[config.mk]
export PLATFORM = sky130hd
export DESIGN_NAME = smoothed_load_ratio_controller
export DESIGN_NICKNAME = d
export VERILOG_FILES = /design/src/rtl/core/slrc_pkg.sv /design/src/rtl/core/slrc_div.sv /design/src/rtl/core/smoothed_load_ratio_controller.sv
export SDC_FILE = /design/constraint.sdc
export NUM_CORES = 2
export LEC_CHECK = 0
export BUFFER_PORTS_ARGS = -buffer_cell sky130_fd_sc_hd__buf_2
export CORE_MARGIN = 8
export CORE_UTILIZATION = 42
export CTS_CLUSTER_SIZE = 20
export DETAILED_ROUTE_END_ITERATION = 16
export GPL_TIMING_DRIVEN = 0
export MAX_ROUTING_LAYER = met4
export PLACE_DENSITY_LB_ADDON = 0.2
export SLEW_MARGIN = 15
export SYNTH_ARGS = -nofsm -noshare
export SYNTH_HDL_FRONTEND = slang
export SYNTH_SLANG_ARGS = --single-unit
[constraint.sdc]
create_clock -name clk -period 10.9 [get_ports clk]
set_input_delay 1.635 -clock clk [delete_from_list [all_inputs] [get_ports clk]]
set_output_delay 1.635 -clock clk [all_outputs]
set_load 0.005 [all_outputs]
[src/rtl/core/slrc_pkg.sv]
// ----------------------------------------------------------------------------
// slrc_pkg: shared types and constants
// Request formats, divider request and controller states.
// ----------------------------------------------------------------------------
package slrc_pkg;

	localparam int LAT_W   = 32;
	localparam int PCT_W   = 7;
	localparam int ACC_L_W = 44;
	localparam int ACC_U_W = 19;
	localparam int WT_W    = 12;
	localparam int DVD_W   = 44;
	localparam int DVS_W   = 33;
	localparam int CNT_W   = 6;

	localparam logic [PCT_W-1:0]   PCT_MAX    = 7'd100;
	localparam logic [PCT_W-1:0]   MAX_PERIOD = 7'd64;
	localparam logic [3:0]         HIST_WT    = 4'd4;
	localparam logic [3:0]         CUR_WT     = 4'd6;
	localparam logic [ACC_L_W-1:0] ACC_L_MAX  = {ACC_L_W{1'b1}};
	localparam logic [ACC_U_W-1:0] ACC_U_MAX  = {ACC_U_W{1'b1}};
	localparam logic [WT_W-1:0]    WT_MAX     = {WT_W{1'b1}};

	localparam logic [2:0] REG_MODE   = 3'd0;
	localparam logic [2:0] REG_STATIC = 3'd1;
	localparam logic [2:0] REG_STEP   = 3'd2;
	localparam logic [2:0] REG_FBUSY  = 3'd3;
	localparam logic [2:0] REG_NBUSY  = 3'd4;
	localparam logic [2:0] REG_GAP    = 3'd5;
	localparam logic [2:0] REG_PERIOD = 3'd6;

	localparam logic [1:0] MODE_LATENCY = 2'd0;
	localparam logic [1:0] MODE_THRUPUT = 2'd1;

	typedef struct packed {
		logic [LAT_W-1:0] fast_latency;
		logic [LAT_W-1:0] normal_latency;
		logic [PCT_W-1:0] fast_utilization;
		logic [PCT_W-1:0] normal_utilization;
	} in_req_t;

	typedef struct packed {
		logic [PCT_W-1:0] route_ratio;
		logic             period_done;
		logic [LAT_W-1:0] smooth_fast_latency;
		logic [LAT_W-1:0] smooth_normal_latency;
	} out_req_t;

	typedef struct packed {
		logic             start;
		logic [DVD_W-1:0] dividend;
		logic [DVS_W-1:0] divisor;
	} div_req_t;

	typedef enum logic [2:0] {
		ST_IDLE,
		ST_MOD,
		ST_ACC,
		ST_AVG,
		ST_BLEND,
		ST_ADJ,
		ST_GAP,
		ST_OUT
	} state_t;

endpackage

[src/rtl/core/slrc_div.sv]
// ----------------------------------------------------------------------------
// slrc_div: bit-serial restoring divider
// One quotient bit per cycle; quotient and remainder hold after done.
// ----------------------------------------------------------------------------
module slrc_div (
	input  logic                    clk,
	input  logic                    arst_n,
	input  slrc_pkg::div_req_t      req,
	output logic                    done,
	output logic [slrc_pkg::DVD_W-1:0] quot,
	output logic [slrc_pkg::DVS_W-1:0] rem
);
	import slrc_pkg::*;

	logic [DVD_W-1:0] dvd_q;
	logic [DVS_W-1:0] dvs_q;
	logic [DVS_W-1:0] rem_q;
	logic [CNT_W-1:0] cnt_q;
	logic             busy_q;
	logic             done_q;
	logic [DVS_W:0]   trial;
	logic             ge;
	logic [DVS_W:0]   diff;

	assign trial = {rem_q, dvd_q[DVD_W-1]};
	assign ge    = trial >= {1'b0, dvs_q};
	assign diff  = trial - {1'b0, dvs_q};

	always_ff @(posedge clk or negedge arst_n) begin
		if (!arst_n) begin
			busy_q <= 1'b0;
			done_q <= 1'b0;
			cnt_q  <= '0;
		end else begin
			done_q <= 1'b0;
			if (req.start) begin
				busy_q <= 1'b1;
				cnt_q  <= CNT_W'(DVD_W);
			end else if (busy_q) begin
				cnt_q <= cnt_q - 1'b1;
				if (cnt_q == CNT_W'(1)) begin
					busy_q <= 1'b0;
					done_q <= 1'b1;
				end
			end
		end
	end

	always_ff @(posedge clk) begin
		if (req.start) begin
			dvd_q <= req.dividend;
			dvs_q <= req.divisor;
			rem_q <= '0;
		end else if (busy_q) begin
			rem_q <= ge ? diff[DVS_W-1:0] : trial[DVS_W-1:0];
			dvd_q <= {dvd_q[DVD_W-2:0], ge};
		end
	end

	assign done = done_q;
	assign quot = dvd_q;
	assign rem  = rem_q;

endmodule

[src/rtl/core/smoothed_load_ratio_controller.sv]
// ----------------------------------------------------------------------------
// smoothed_load_ratio_controller: smoothed fast/normal routing ratio
// Accumulates weighted tick samples and adjusts a 0..100 routing ratio.
// ----------------------------------------------------------------------------
// Each tick takes one divider pass for the phase; a period end adds eight more
// passes for averages and blends, and one more when the latency gap is tested.
// One request at a time: the next is accepted once the result is registered at
// the output, which waits while an earlier output is still stalled.
// Reset clears config to defaults and all phase, sums, history and ratio.
module smoothed_load_ratio_controller (
	input  logic                          clk,
	input  logic                          arst_n,
	input  logic                          cfg_wen,
	input  logic [2:0]                    cfg_index,
	input  logic [slrc_pkg::PCT_W-1:0]    cfg_data,
	input  logic                          in_valid,
	output logic                          in_stall,
	input  slrc_pkg::in_req_t             in_data,
	output logic                          out_valid,
	input  logic                          out_stall,
	output slrc_pkg::out_req_t            out_data
);
	import slrc_pkg::*;

	logic [1:0]       mode_q;
	logic [PCT_W-1:0] static_q, step_q, fbusy_q, nbusy_q, gap_q, period_cfg_q;

	state_t state_q, state_d;
	logic   go_q;

	logic [LAT_W-1:0]   fl_q, nl_q;
	logic [PCT_W-1:0]   fu_q, nu_q;
	logic [5:0]         phase_q;
	logic [ACC_L_W-1:0] acc_fl_q, acc_nl_q;
	logic [ACC_U_W-1:0] acc_fu_q, acc_nu_q;
	logic [WT_W-1:0]    wt_q;
	logic [LAT_W-1:0]   hist_fl_q, hist_nl_q;
	logic [PCT_W-1:0]   hist_fu_q, hist_nu_q;
	logic [PCT_W-1:0]   ratio_q;
	logic [LAT_W-1:0]   cur_q;
	logic [1:0]         k_q;
	logic               done_q;
	logic               out_valid_q;
	out_req_t           out_q;

	div_req_t          dreq;
	logic              ddone;
	logic [DVD_W-1:0]  dquot;
	logic [DVS_W-1:0]  drem;

	logic [PCT_W-1:0]   period;
	logic [PCT_W-1:0]   rem7;
	logic [PCT_W-1:0]   weight;
	logic [ACC_L_W:0]   sum_fl, sum_nl;
	logic [ACC_U_W:0]   sum_fu, sum_nu;
	logic [WT_W:0]      sum_wt;
	logic [ACC_L_W-1:0] acc_sel;
	logic [LAT_W-1:0]   old_sel;
	logic [LAT_W-1:0]   cur_clip;
	logic [LAT_W-1:0]   lat_hi, lat_lo;
	logic [LAT_W-1:0]   lat_diff;
	logic               out_free;
	logic               latency_go;

	function automatic logic [PCT_W-1:0] raise(input logic [PCT_W-1:0] r,
		input logic [PCT_W-1:0] s);
		logic [PCT_W-1:0] room;
		room = PCT_MAX - r;
		return r + ((s < room) ? s : room);
	endfunction

	function automatic logic [PCT_W-1:0] lower(input logic [PCT_W-1:0] r,
		input logic [PCT_W-1:0] s);
		return r - ((s < r) ? s : r);
	endfunction

	slrc_div u_div (
		.clk    (clk),
		.arst_n (arst_n),
		.req    (dreq),
		.done   (ddone),
		.quot   (dquot),
		.rem    (drem)
	);

	always_comb begin
		if (period_cfg_q == '0)
			period = PCT_W'(1);
		else if (period_cfg_q > MAX_PERIOD)
			period = MAX_PERIOD;
		else
			period = period_cfg_q;
	end

	assign rem7   = drem[PCT_W-1:0];
	assign weight = (rem7 == '0) ? period : rem7;
	assign sum_fl = {1'b0, acc_fl_q} + (ACC_L_W+1)'(weight * fl_q);
	assign sum_nl = {1'b0, acc_nl_q} + (ACC_L_W+1)'(weight * nl_q);
	assign sum_fu = {1'b0, acc_fu_q} + (ACC_U_W+1)'(weight * fu_q);
	assign sum_nu = {1'b0, acc_nu_q} + (ACC_U_W+1)'(weight * nu_q);
	assign sum_wt = {1'b0, wt_q} + (WT_W+1)'(weight);

	always_comb begin
		case (k_q)
			2'd0: begin acc_sel = acc_fl_q; old_sel = hist_fl_q; end
			2'd1: begin acc_sel = acc_nl_q; old_sel = hist_nl_q; end
			2'd2: begin
				acc_sel = ACC_L_W'(acc_fu_q);
				old_sel = LAT_W'(hist_fu_q);
			end
			default: begin
				acc_sel = ACC_L_W'(acc_nu_q);
				old_sel = LAT_W'(hist_nu_q);
			end
		endcase
	end

	always_comb begin
		if (!k_q[1])
			cur_clip = (dquot > DVD_W'({LAT_W{1'b1}})) ? {LAT_W{1'b1}} : dquot[LAT_W-1:0];
		else
			cur_clip = (dquot > DVD_W'(PCT_MAX)) ? LAT_W'(PCT_MAX) : dquot[LAT_W-1:0];
	end

	assign lat_hi     = (hist_nl_q > hist_fl_q) ? hist_nl_q : hist_fl_q;
	assign lat_lo     = (hist_nl_q > hist_fl_q) ? hist_fl_q : hist_nl_q;
	assign lat_diff   = lat_hi - lat_lo;
	assign out_free   = !out_valid_q || !out_stall;
	assign latency_go = (static_q == '0) && (mode_q == MODE_LATENCY)
		&& (hist_fl_q != hist_nl_q);

	always_comb begin
		state_d = state_q;
		unique case (state_q)
			ST_IDLE:  if (in_valid) state_d = ST_MOD;
			ST_MOD:   if (ddone) state_d = ST_ACC;
			ST_ACC:   state_d = done_q ? ST_AVG : ST_OUT;
			ST_AVG:   if (ddone) state_d = ST_BLEND;
			ST_BLEND: if (ddone) state_d = (k_q == 2'd3) ? ST_ADJ : ST_AVG;
			ST_ADJ:   state_d = latency_go ? ST_GAP : ST_OUT;
			ST_GAP:   if (ddone) state_d = ST_OUT;
			ST_OUT:   if (out_free) state_d = ST_IDLE;
			default:  state_d = ST_IDLE;
		endcase
	end

	always_comb begin
		dreq.start    = go_q;
		dreq.dividend = '0;
		dreq.divisor  = '0;
		in_stall      = 1'b1;
		unique case (state_q)
			ST_IDLE: in_stall = 1'b0;
			ST_MOD: begin
				dreq.dividend = DVD_W'(phase_q);
				dreq.divisor  = DVS_W'(period);
			end
			ST_AVG: begin
				dreq.dividend = acc_sel;
				dreq.divisor  = DVS_W'(wt_q);
			end
			ST_BLEND: begin
				dreq.dividend = DVD_W'(old_sel) * DVD_W'(HIST_WT)
					+ DVD_W'(cur_q) * DVD_W'(CUR_WT);
				dreq.divisor  = DVS_W'(HIST_WT) + DVS_W'(CUR_WT);
			end
			ST_GAP: begin
				dreq.dividend = DVD_W'(lat_diff) * DVD_W'(PCT_MAX);
				dreq.divisor  = DVS_W'(lat_hi);
			end
			default: ;
		endcase
	end

	always_ff @(posedge clk or negedge arst_n) begin
		if (!arst_n) begin
			state_q      <= ST_IDLE;
			go_q         <= 1'b0;
			mode_q       <= MODE_THRUPUT;
			static_q     <= '0;
			step_q       <= PCT_W'(10);
			fbusy_q      <= PCT_W'(70);
			nbusy_q      <= PCT_W'(70);
			gap_q        <= PCT_W'(15);
			period_cfg_q <= PCT_W'(1);
			phase_q      <= '0;
			acc_fl_q     <= '0;
			acc_nl_q     <= '0;
			acc_fu_q     <= '0;
			acc_nu_q     <= '0;
			wt_q         <= '0;
			hist_fl_q    <= '0;
			hist_nl_q    <= '0;
			hist_fu_q    <= '0;
			hist_nu_q    <= '0;
			ratio_q      <= '0;
			k_q          <= '0;
			done_q       <= 1'b0;
			out_valid_q  <= 1'b0;
		end else begin
			state_q <= state_d;
			go_q    <= (state_d != state_q) && (state_d == ST_MOD || state_d == ST_AVG
				|| state_d == ST_BLEND || state_d == ST_GAP);
			if (cfg_wen) begin
				unique case (cfg_index)
					REG_MODE:   mode_q       <= cfg_data[1:0];
					REG_STATIC: static_q     <= cfg_data;
					REG_STEP:   step_q       <= cfg_data;
					REG_FBUSY:  fbusy_q      <= cfg_data;
					REG_NBUSY:  nbusy_q      <= cfg_data;
					REG_GAP:    gap_q        <= cfg_data;
					REG_PERIOD: period_cfg_q <= cfg_data;
					default: ;
				endcase
			end
			if (state_q == ST_OUT && out_free)
				out_valid_q <= 1'b1;
			else if (out_valid_q && !out_stall)
				out_valid_q <= 1'b0;
			unique case (state_q)
				ST_MOD: if (ddone) begin
					done_q  <= weight == period;
					phase_q <= (rem7 + 1'b1 == period) ? '0 : 6'(rem7 + 1'b1);
					acc_fl_q <= sum_fl[ACC_L_W] ? ACC_L_MAX : sum_fl[ACC_L_W-1:0];
					acc_nl_q <= sum_nl[ACC_L_W] ? ACC_L_MAX : sum_nl[ACC_L_W-1:0];
					acc_fu_q <= sum_fu[ACC_U_W] ? ACC_U_MAX : sum_fu[ACC_U_W-1:0];
					acc_nu_q <= sum_nu[ACC_U_W] ? ACC_U_MAX : sum_nu[ACC_U_W-1:0];
					wt_q     <= sum_wt[WT_W] ? WT_MAX : sum_wt[WT_W-1:0];
				end
				ST_ACC: k_q <= '0;
				ST_AVG: if (ddone) cur_q <= cur_clip;
				ST_BLEND: if (ddone) begin
					case (k_q)
						2'd0: hist_fl_q <= dquot[LAT_W-1:0];
						2'd1: hist_nl_q <= dquot[LAT_W-1:0];
						2'd2: hist_fu_q <= dquot[PCT_W-1:0];
						default: hist_nu_q <= dquot[PCT_W-1:0];
					endcase
					k_q <= k_q + 1'b1;
					if (k_q == 2'd3) begin
						acc_fl_q <= '0;
						acc_nl_q <= '0;
						acc_fu_q <= '0;
						acc_nu_q <= '0;
						wt_q     <= '0;
					end
				end
				ST_ADJ: begin
					if (static_q != '0)
						ratio_q <= (static_q > PCT_MAX) ? PCT_MAX : static_q;
					else if (mode_q == MODE_THRUPUT) begin
						if (hist_fu_q < fbusy_q)
							ratio_q <= raise(ratio_q, step_q);
						else if (hist_nu_q < nbusy_q)
							ratio_q <= lower(ratio_q, step_q);
					end
				end
				ST_GAP: if (ddone && dquot > DVD_W'(gap_q)) begin
					if (hist_nl_q > hist_fl_q)
						ratio_q <= raise(ratio_q, step_q);
					else
						ratio_q <= lower(ratio_q, step_q);
				end
				default: ;
			endcase
		end
	end

	always_ff @(posedge clk) begin
		if (state_q == ST_IDLE && in_valid) begin
			fl_q <= in_data.fast_latency;
			nl_q <= in_data.normal_latency;
			fu_q <= (in_data.fast_utilization > PCT_MAX) ? PCT_MAX
				: in_data.fast_utilization;
			nu_q <= (in_data.normal_utilization > PCT_MAX) ? PCT_MAX
				: in_data.normal_utilization;
		end
		if (state_q == ST_OUT && out_free) begin
			out_q.route_ratio           <= ratio_q;
			out_q.period_done           <= done_q;
			out_q.smooth_fast_latency   <= hist_fl_q;
			out_q.smooth_normal_latency <= hist_nl_q;
		end
	end

	assign out_valid = out_valid_q;
	assign out_data  = out_q;

endmodule

Yosys cells after proc, flatten, opt, wreduce, memory -nomap -nowiden:

Cells that the tools add are included.

* register bits: 581
* word-level logic and storage cells: 216
* input port bits: 93

* magnitude comparators: 13
* mux-type cells: 69
* bitwise logic cells: 1
* eq/ne operators: 32
* reduce and logical (&&, ||, !) cells: 43
* $add $sub $neg: 14
* multiply operators: 6

Operators by type and width (number)
* $mux 44: 8
* $pmux 77 s4: 1
* $pmux 44 s2: 2
* $mux 32: 5
* $pmux 44 s3: 1
* $mux 19: 6
* $pmux 32 s3: 1
* $add 44x39->45: 2
* $mux 7: 12
* $mul 7x32->39: 2
* $pmux 19 s2: 2
* $mux 12: 4
* $gt 44x32->1 const B: 1
* $gt 44x7->1: 1
* $gt 44x7->1 const B: 1
* $add 19x14->20: 2
* $mul 32x5->37 const B: 1
* $add 34x35->36: 1
* $ge 34x33->1: 1
* $mul 32x2->34 const B: 1
* $mux 33: 1
* $sub 33x33->33: 1
* $gt 32x32->1: 1
* $ne 32x32->1: 1
* other kinds (44): 119

Longest topological paths before layout:

* depth in word-level cells: 10
* mapped depth: 42

By module:

Synthesis repeated with hierarchy kept, for this count alone.

* cells, all modules: 6126
* area, all modules: 57048.5 µm²

By module, submodules not included
* smoothed_load_ratio_controller: instances 1, cells an instance 5506, area each 50419.6 µm²
* slrc_div: instances 1, cells an instance 620, area each 6628.9 µm²

Worst setup path after synthesis:

Ideal clock, no wire load.

* path type: register to register
* start point: register hist_fl_q[10]
* end point: register u_div.dvd_q[38] (netlist: u_div.quot[38]), data pin
* data required time: 10.638 ns
* arrival time: 7.674 ns
* stages on the path, launching flop included: 43
* path slack: 2.964 ns
* clock period less this slack: 7.936 ns
* library setup time: 0.262 ns
* cells stage by stage: dfrtp_1 > clkbuf_1 > inv_1 > ha_1 > buf_2 > nand4_1 > nor4_4 > and2_2 > a311o_2 > nand3_4 > buf_6 > buf_6 > buf_4 > buf_4 > a22oi_1 > ha_1 > nor2_1 > o221ai_1 > [... 7 more ...] > ha_1 > ha_1 > inv_1 > fa_1 > inv_1 > ha_1 > a21o_1 > a21o_1 > a21oi_1 > o21ai_0 > nor3_1 > a21oi_1 > a21oi_1 > o21ai_0 > a2111o_1 > a31oi_1 > xor2_1 > o21ai_0

* cells in the longest elaborated chain, start to end: 6

Ends and longest elaborated chain
* start: declaration: RTL line smoothed_load_ratio_controller.sv:37 `logic [LAT_W-1:0] hist_fl_q, hist_nl_q;`
* start signal: assignment: RTL line smoothed_load_ratio_controller.sv:234 `2'd0: hist_fl_q <= dquot[LAT_W-1:0];`
* $gt 32x32->1: RTL line smoothed_load_ratio_controller.sv:125, smoothed_load_ratio_controller.sv:126
* $mux 32 (on tied branches): RTL line smoothed_load_ratio_controller.sv:125, smoothed_load_ratio_controller.sv:126
* $sub 32x32->32 *: RTL line smoothed_load_ratio_controller.sv:127 `assign lat_diff = lat_hi - lat_lo;`
* $mul 32x5->37 *: RTL line smoothed_load_ratio_controller.sv:168 `dreq.dividend = DVD_W'(lat_diff) * DVD_W'(PCT_MAX);`
* $pmux 77 s4 *: RTL line smoothed_load_ratio_controller.sv:152 `unique case (state_q)`
* $mux 44 *: RTL line slrc_div.sv:50 `if (req.start) begin`
* end signal: assignment: RTL line slrc_div.sv:51 `dvd_q <= req.dividend;`
* end signal: assignment: RTL line slrc_div.sv:56 `dvd_q <= {dvd_q[DVD_W-2:0], ge};`
* end: declaration: RTL line slrc_div.sv:15 `logic [DVD_W-1:0] dvd_q;`

Mark *: on every way between the ends. The rest lies on a longest branch, timed or not.
A chain may end at the register's enable or synchronous reset.

Worst setup path after layout:

* start point: register u_div.rem_q[0] (netlist: u_div.rem[0])
* end point: register acc_nl_q[35]

* cells in the longest elaborated chain, start to end: 7

Ends and longest elaborated chain
* start: declaration: RTL line slrc_div.sv:17 `logic [DVS_W-1:0] rem_q;`
* start signal: assignment: RTL line slrc_div.sv:55 `rem_q <= ge ? diff[DVS_W-1:0] : trial[DVS_W-1:0];`
* $logic_not 7->1: RTL line smoothed_load_ratio_controller.sv:96 `assign weight = (rem7 == '0) ? period : rem7;`
* $mux 7 *: RTL line smoothed_load_ratio_controller.sv:96
* $mul 7x32->39 *: RTL line smoothed_load_ratio_controller.sv:98 `assign sum_nl = {1'b0, acc_nl_q} + (ACC_L_W+1)'(weight * nl_q);`
* $add 44x39->45 *: RTL line smoothed_load_ratio_controller.sv:98
* $mux 44 *: RTL line smoothed_load_ratio_controller.sv:225 `acc_nl_q <= sum_nl[ACC_L_W] ? ACC_L_MAX : sum_nl[ACC_L_W-1:0];`
* $mux 44 *: RTL line smoothed_load_ratio_controller.sv:221 `ST_MOD: if (ddone) begin`
* $pmux 44 s2 *: RTL line smoothed_load_ratio_controller.sv:220 `unique case (state_q)`
* end signal: assignment: RTL line smoothed_load_ratio_controller.sv:225
* end: declaration: RTL line smoothed_load_ratio_controller.sv:34 `logic [ACC_L_W-1:0] acc_fl_q, acc_nl_q;`

Mark *: on every way between the ends. The rest lies on a longest branch, timed or not. The select of a mux whose other input is x is not followed.

==> key figures <==
Yosys
  – Top cell type by total area after synthesis: fa_1
  – Netlist cell types: ~110
  – Synth Area per Inst: 9.24 um^2
  – Post-Synth XOR/XNOR Area: between 4 and 5%
  – Mux contribution to synthesized area: 1.98%
  – Synth Area in Compound Gates: 17.2%
  – Ys flop type: dfrtp_1
  – Largest family of logic cells by synthesized area: adder cells
  – Adder-cell share of the synthesized area: between 20 and 30%
  – Cells after synthesis: 6,124
  – Ys async rst share: 49.8%
  – Synthesis-stage register bit count: 580
  – EDFF count, synth: ~260
  – Yosys warns: 0
  – Sequential area share after synthesis: 27.7%
  – Main area contributors after synthesis: fa_1 (17%), edfxtp_1 (14%), dfrtp_1 (12%)
  – Syn nets: 7,189
  – Synth Area in Simple Gates: 13.4%
  – Top-area cell type share of the netlist area: 16.9%
  – Mapped Area: 56,600 um^2

Clock network
  – Worst-case clock buffer depth: 3
  – Clock root buffer: clkbuf_16
  – CTS Buf Count: 74
  – TritonCTS clock tree: built
  – Clk slew on worst S/H paths: 0.06 ns
  – CTS Sinks: 580
  – Clock latency on the worst-skew pair: 0.71 ns
  – CTS H-tree lvls: 3
  – CTS Hold Bufs: 0

Die
  – Initial core utilization: between 40 and 50%
  – Die Area: about 150,000 um^2
  – # IOs: 167
  – Core area: 134,000 um^2
  – Die Y: 383 um
  – Die X: 383 um
  – Placement Rows: 134

Route
  – Via density: 5.60
  – Residual DRC: 0
  – Via count: 46,000
  – DRT iter0 DRCs: 4,027
  – DR pass1 iterations: 8
  – Routed len/inst: 22.6 um
  – Post-Route WL: approximately 190,000 um
  – Post-route ant nets: 0

Run status
  – Outcome: finished, final reports clean

Critical path
  – FF-to-FF setup slack: approximately 0.43 ns
  – CP endpoint kind: flip-flop
  – Worst EP arrival: roughly 11 ns
  – R2R Path Start: u_div.rem[0]$_SDFFE_PP0P_
  – R2R cell count: 26
  – Crit start category: flip-flop
  – Worst path max stage delay: 0.79 ns
  – Crit path kind: reg -> reg
  – Most used cell, CP: fa_1
  – RR Endpoint: acc_nl_q[35]$_DFFE_PN0P_
  – Critical Path Fanout Max: 10
  – Slowest CP cell: clkdlybuf4s15_1
  – CP Data Required Time: 11.47 ns

GRT
  – Number of global-route vias before repair: 46,400
  – Global route total overflow: 0
  – GR Util met2: 40.1%
  – M3 GR Usage: 3.49%
  – GRT Total Usage: between 20% and 30%
  – GR Util met1: roughly 34%
  – First-pass GRT wire length: 284,000 um
  – Busiest grt layer: met2
  – Largest net degree at the start of global routing: just under 100
  – Initial antenna violation count: 5

Layout
  – Util after Layout: 46.8%
  – Fillcell total: between 10,000 and 15,000
  – Layout area overhead: 10.5%
  – Reg area: 15,700 um^2
  – Layout cells sized above 1: 7.75%
  – Final net count: around 7,400
  – Multi-input logic area: 36,700 um^2

Placed design
  – Post-DP HPWL: 151,000 um
  – Port bufs: 164
  – GPL Wtd Cong: just under 1
  – Pre-CTS setup slack: 0.300 ns

Pwr
  – Lkg Pwr: ~0.029 uW
  – Design Power: between 15,000 and 20,000 uW
  – Worst vdd ir: 0.253 mV
  – P per Cell Area: 306 nW/um^2

Min path
  – Tightest Hold Check Type: reg -> reg
  – Min-delay src: phase_q[0]$_DFFE_PN0P_
  – Hold Path End: phase_q[0]$_DFFE_PN0P_
  – Hold depth: 2

STA
  – Least-Margin Pin Slew: around 1.3 ns
  – Post-layout minimum cycle time: 10.47 ns
  – Fin. Hold Viols: 0
  – Total Neg Setup Slack: 0 ns
  – Setup violators final: 0
  – Hold_ws: 0.493 ns
  – Final WS setup: 0.427 ns
  – Achievable frequency: 95.5 MHz
  – Share of the clock period used by the worst path: 96.1%
  – RSZ-0062 raised after global routing: false
  – Worst Skew: 0.0420 ns
  – Final slew viol count: 0
  – Slew Limit Headroom: between 10% and 20%

Run
  – Max-capacitance violation count: 0
per-layer routing:
layer  part of all wire (%)  vias to the layer above
met3                    5.8                      325
met2                     45                     1401
met5                      0                        -
met1                     44                    22800
li1                       -                    21400
met4                    4.9                        0
synthesized netlist by cell type (36+ instances only):
cell,instances
a211oi_1,52
a21boi_0,36
a21o_1,128
a21oi_1,458
a22oi_1,53
a31oi_1,111
and2_1,286
clkbuf_1,217
dfrtp_1,275
edfxtp_1,258
fa_1,477
ha_1,495
inv_1,846
mux2_2,60
mux2i_1,43
nand2_1,599
nand2b_1,63
nand3_1,69
nor2_1,272
nor2b_1,53
nor3_1,48
o21a_1,52
o21ai_0,268
o21bai_1,39
o22ai_1,62
o31ai_1,38
xnor2_1,169
xor2_1,112
worst max path at each step:
stage,start,to,slack [ns],depth (start not counted)
6_report,u_div.rem[0]$_SDFFE_PP0P_,acc_nl_q[35]$_DFFE_PN0P_,0.43,26
4_1_cts,u_div.rem[0]$_SDFFE_PP0P_,acc_nl_q[39]$_DFFE_PN0P_,0.24,26
3_3_place_gp,u_div.rem[0]$_SDFFE_PP0P_,acc_nl_q[36]$_DFFE_PN0P_,0.33,24
3_5_place_dp,u_div.rem[0]$_SDFFE_PP0P_,acc_nl_q[36]$_DFFE_PN0P_,0.30,26
5_1_grt,u_div.rem[0]$_SDFFE_PP0P_,acc_nl_q[39]$_DFFE_PN0P_,0.04,26
2_1_floorplan,hist_fl_q[10]$_DFFE_PN0P_,u_div.quot[38]$_DFFE_PP_,2.96,42
cells by family after synthesis:
kind of cell,Yosys count
and+or+nand+nor,1555
AOI/OAI and AO/OA,1513
buffers and inverters,1119
adders and majority gates,972
DFF,580
xor gates and xnor gates,281
muxes,104
final cells by class:
| type | count | area share, % |
|---|---|---|
| timing repair buffer | 178 | 1.81 |
| clock buffer | 91 | 3.19 |
| buffer | 272 | 1.82 |
| inverter | 847 | 5.09 |
| multi-input combinational | 4425 | 58.7 |
| tap | 1768 | 3.54 |
| clock inverter | 46 | 0.807 |
| antenna | 3 | 0.0120 |
| sequential | 580 | 25.0 |
metrics by stage:
step / cells / instance area (um^2)
after floorplan: 6124 / 56600
after global placement: 8056 / 59600
after detailed placement: 8070 / 60000
after CTS: 8207 / 62500
after global routing: 8208 / 62500
final: 8210 / 62500
critical path, delay by kind of cell, from the launching register on:
kind	cells	cell delay, ns
buffers and inverters	5	2.37
adders and majority gates	6	2.49
DFF	1	0.44
AOI/OAI and AO/OA	10	3.11
and+or+nand+nor	5	1.93
report_power, final:
group	switching [uW]	leakage, uW	internal, uW
clock network	1110	0.00123	1450
logic	7950	0.0215	5680
registers	276	0.00669	2670
registers in the layout, summed over array words and instances (netlist names), 12 cells and up:
name	flops
out_data	72
acc_fl_q	44
acc_nl_q	44
u_div.quot	44
u_div.rem	33
cur_q	32
fl_q	32
hist_fl_q	32
hist_nl_q	32
nl_q	32
u_div.dvs_q	32
acc_fu_q	19
acc_nu_q	19
wt_q	12
layout by cell type, fill, tap and decap left out, types with 33 or more instances in the layout:
master       n
a21o_1     128
a31oi_1    111
o21bai_1    39
o21ai_0    268
fa_1       477
nand2_1    599
clkbuf_16   75
o22ai_1     62
clkbuf_1   226
nor3_1      47
ha_1       495
a211oi_1    52
mux2_2      60
dfxtp_1     33
inv_1      845
nand2b_1    63
nor2b_1     53
a21oi_1    457
nand3_1     69
xor2_1     111
a22oi_1     53
and2_1     286
o21a_1      52
edfxtp_1   258
buf_2      180
nor2_1     271
mux2i_1     42
a21boi_0    36
xnor2_1    169
dfrtp_1    274
o31ai_1     36
timing repair:
action / CTS / global route
buffers inserted: 0 / 0
gates resized for setup: 0 / 6
hold endpoints to repair: 0 / 0
endpoints found under the setup margin: 0 / 43
Note: power is estimated with default switching activity, not from simulation.
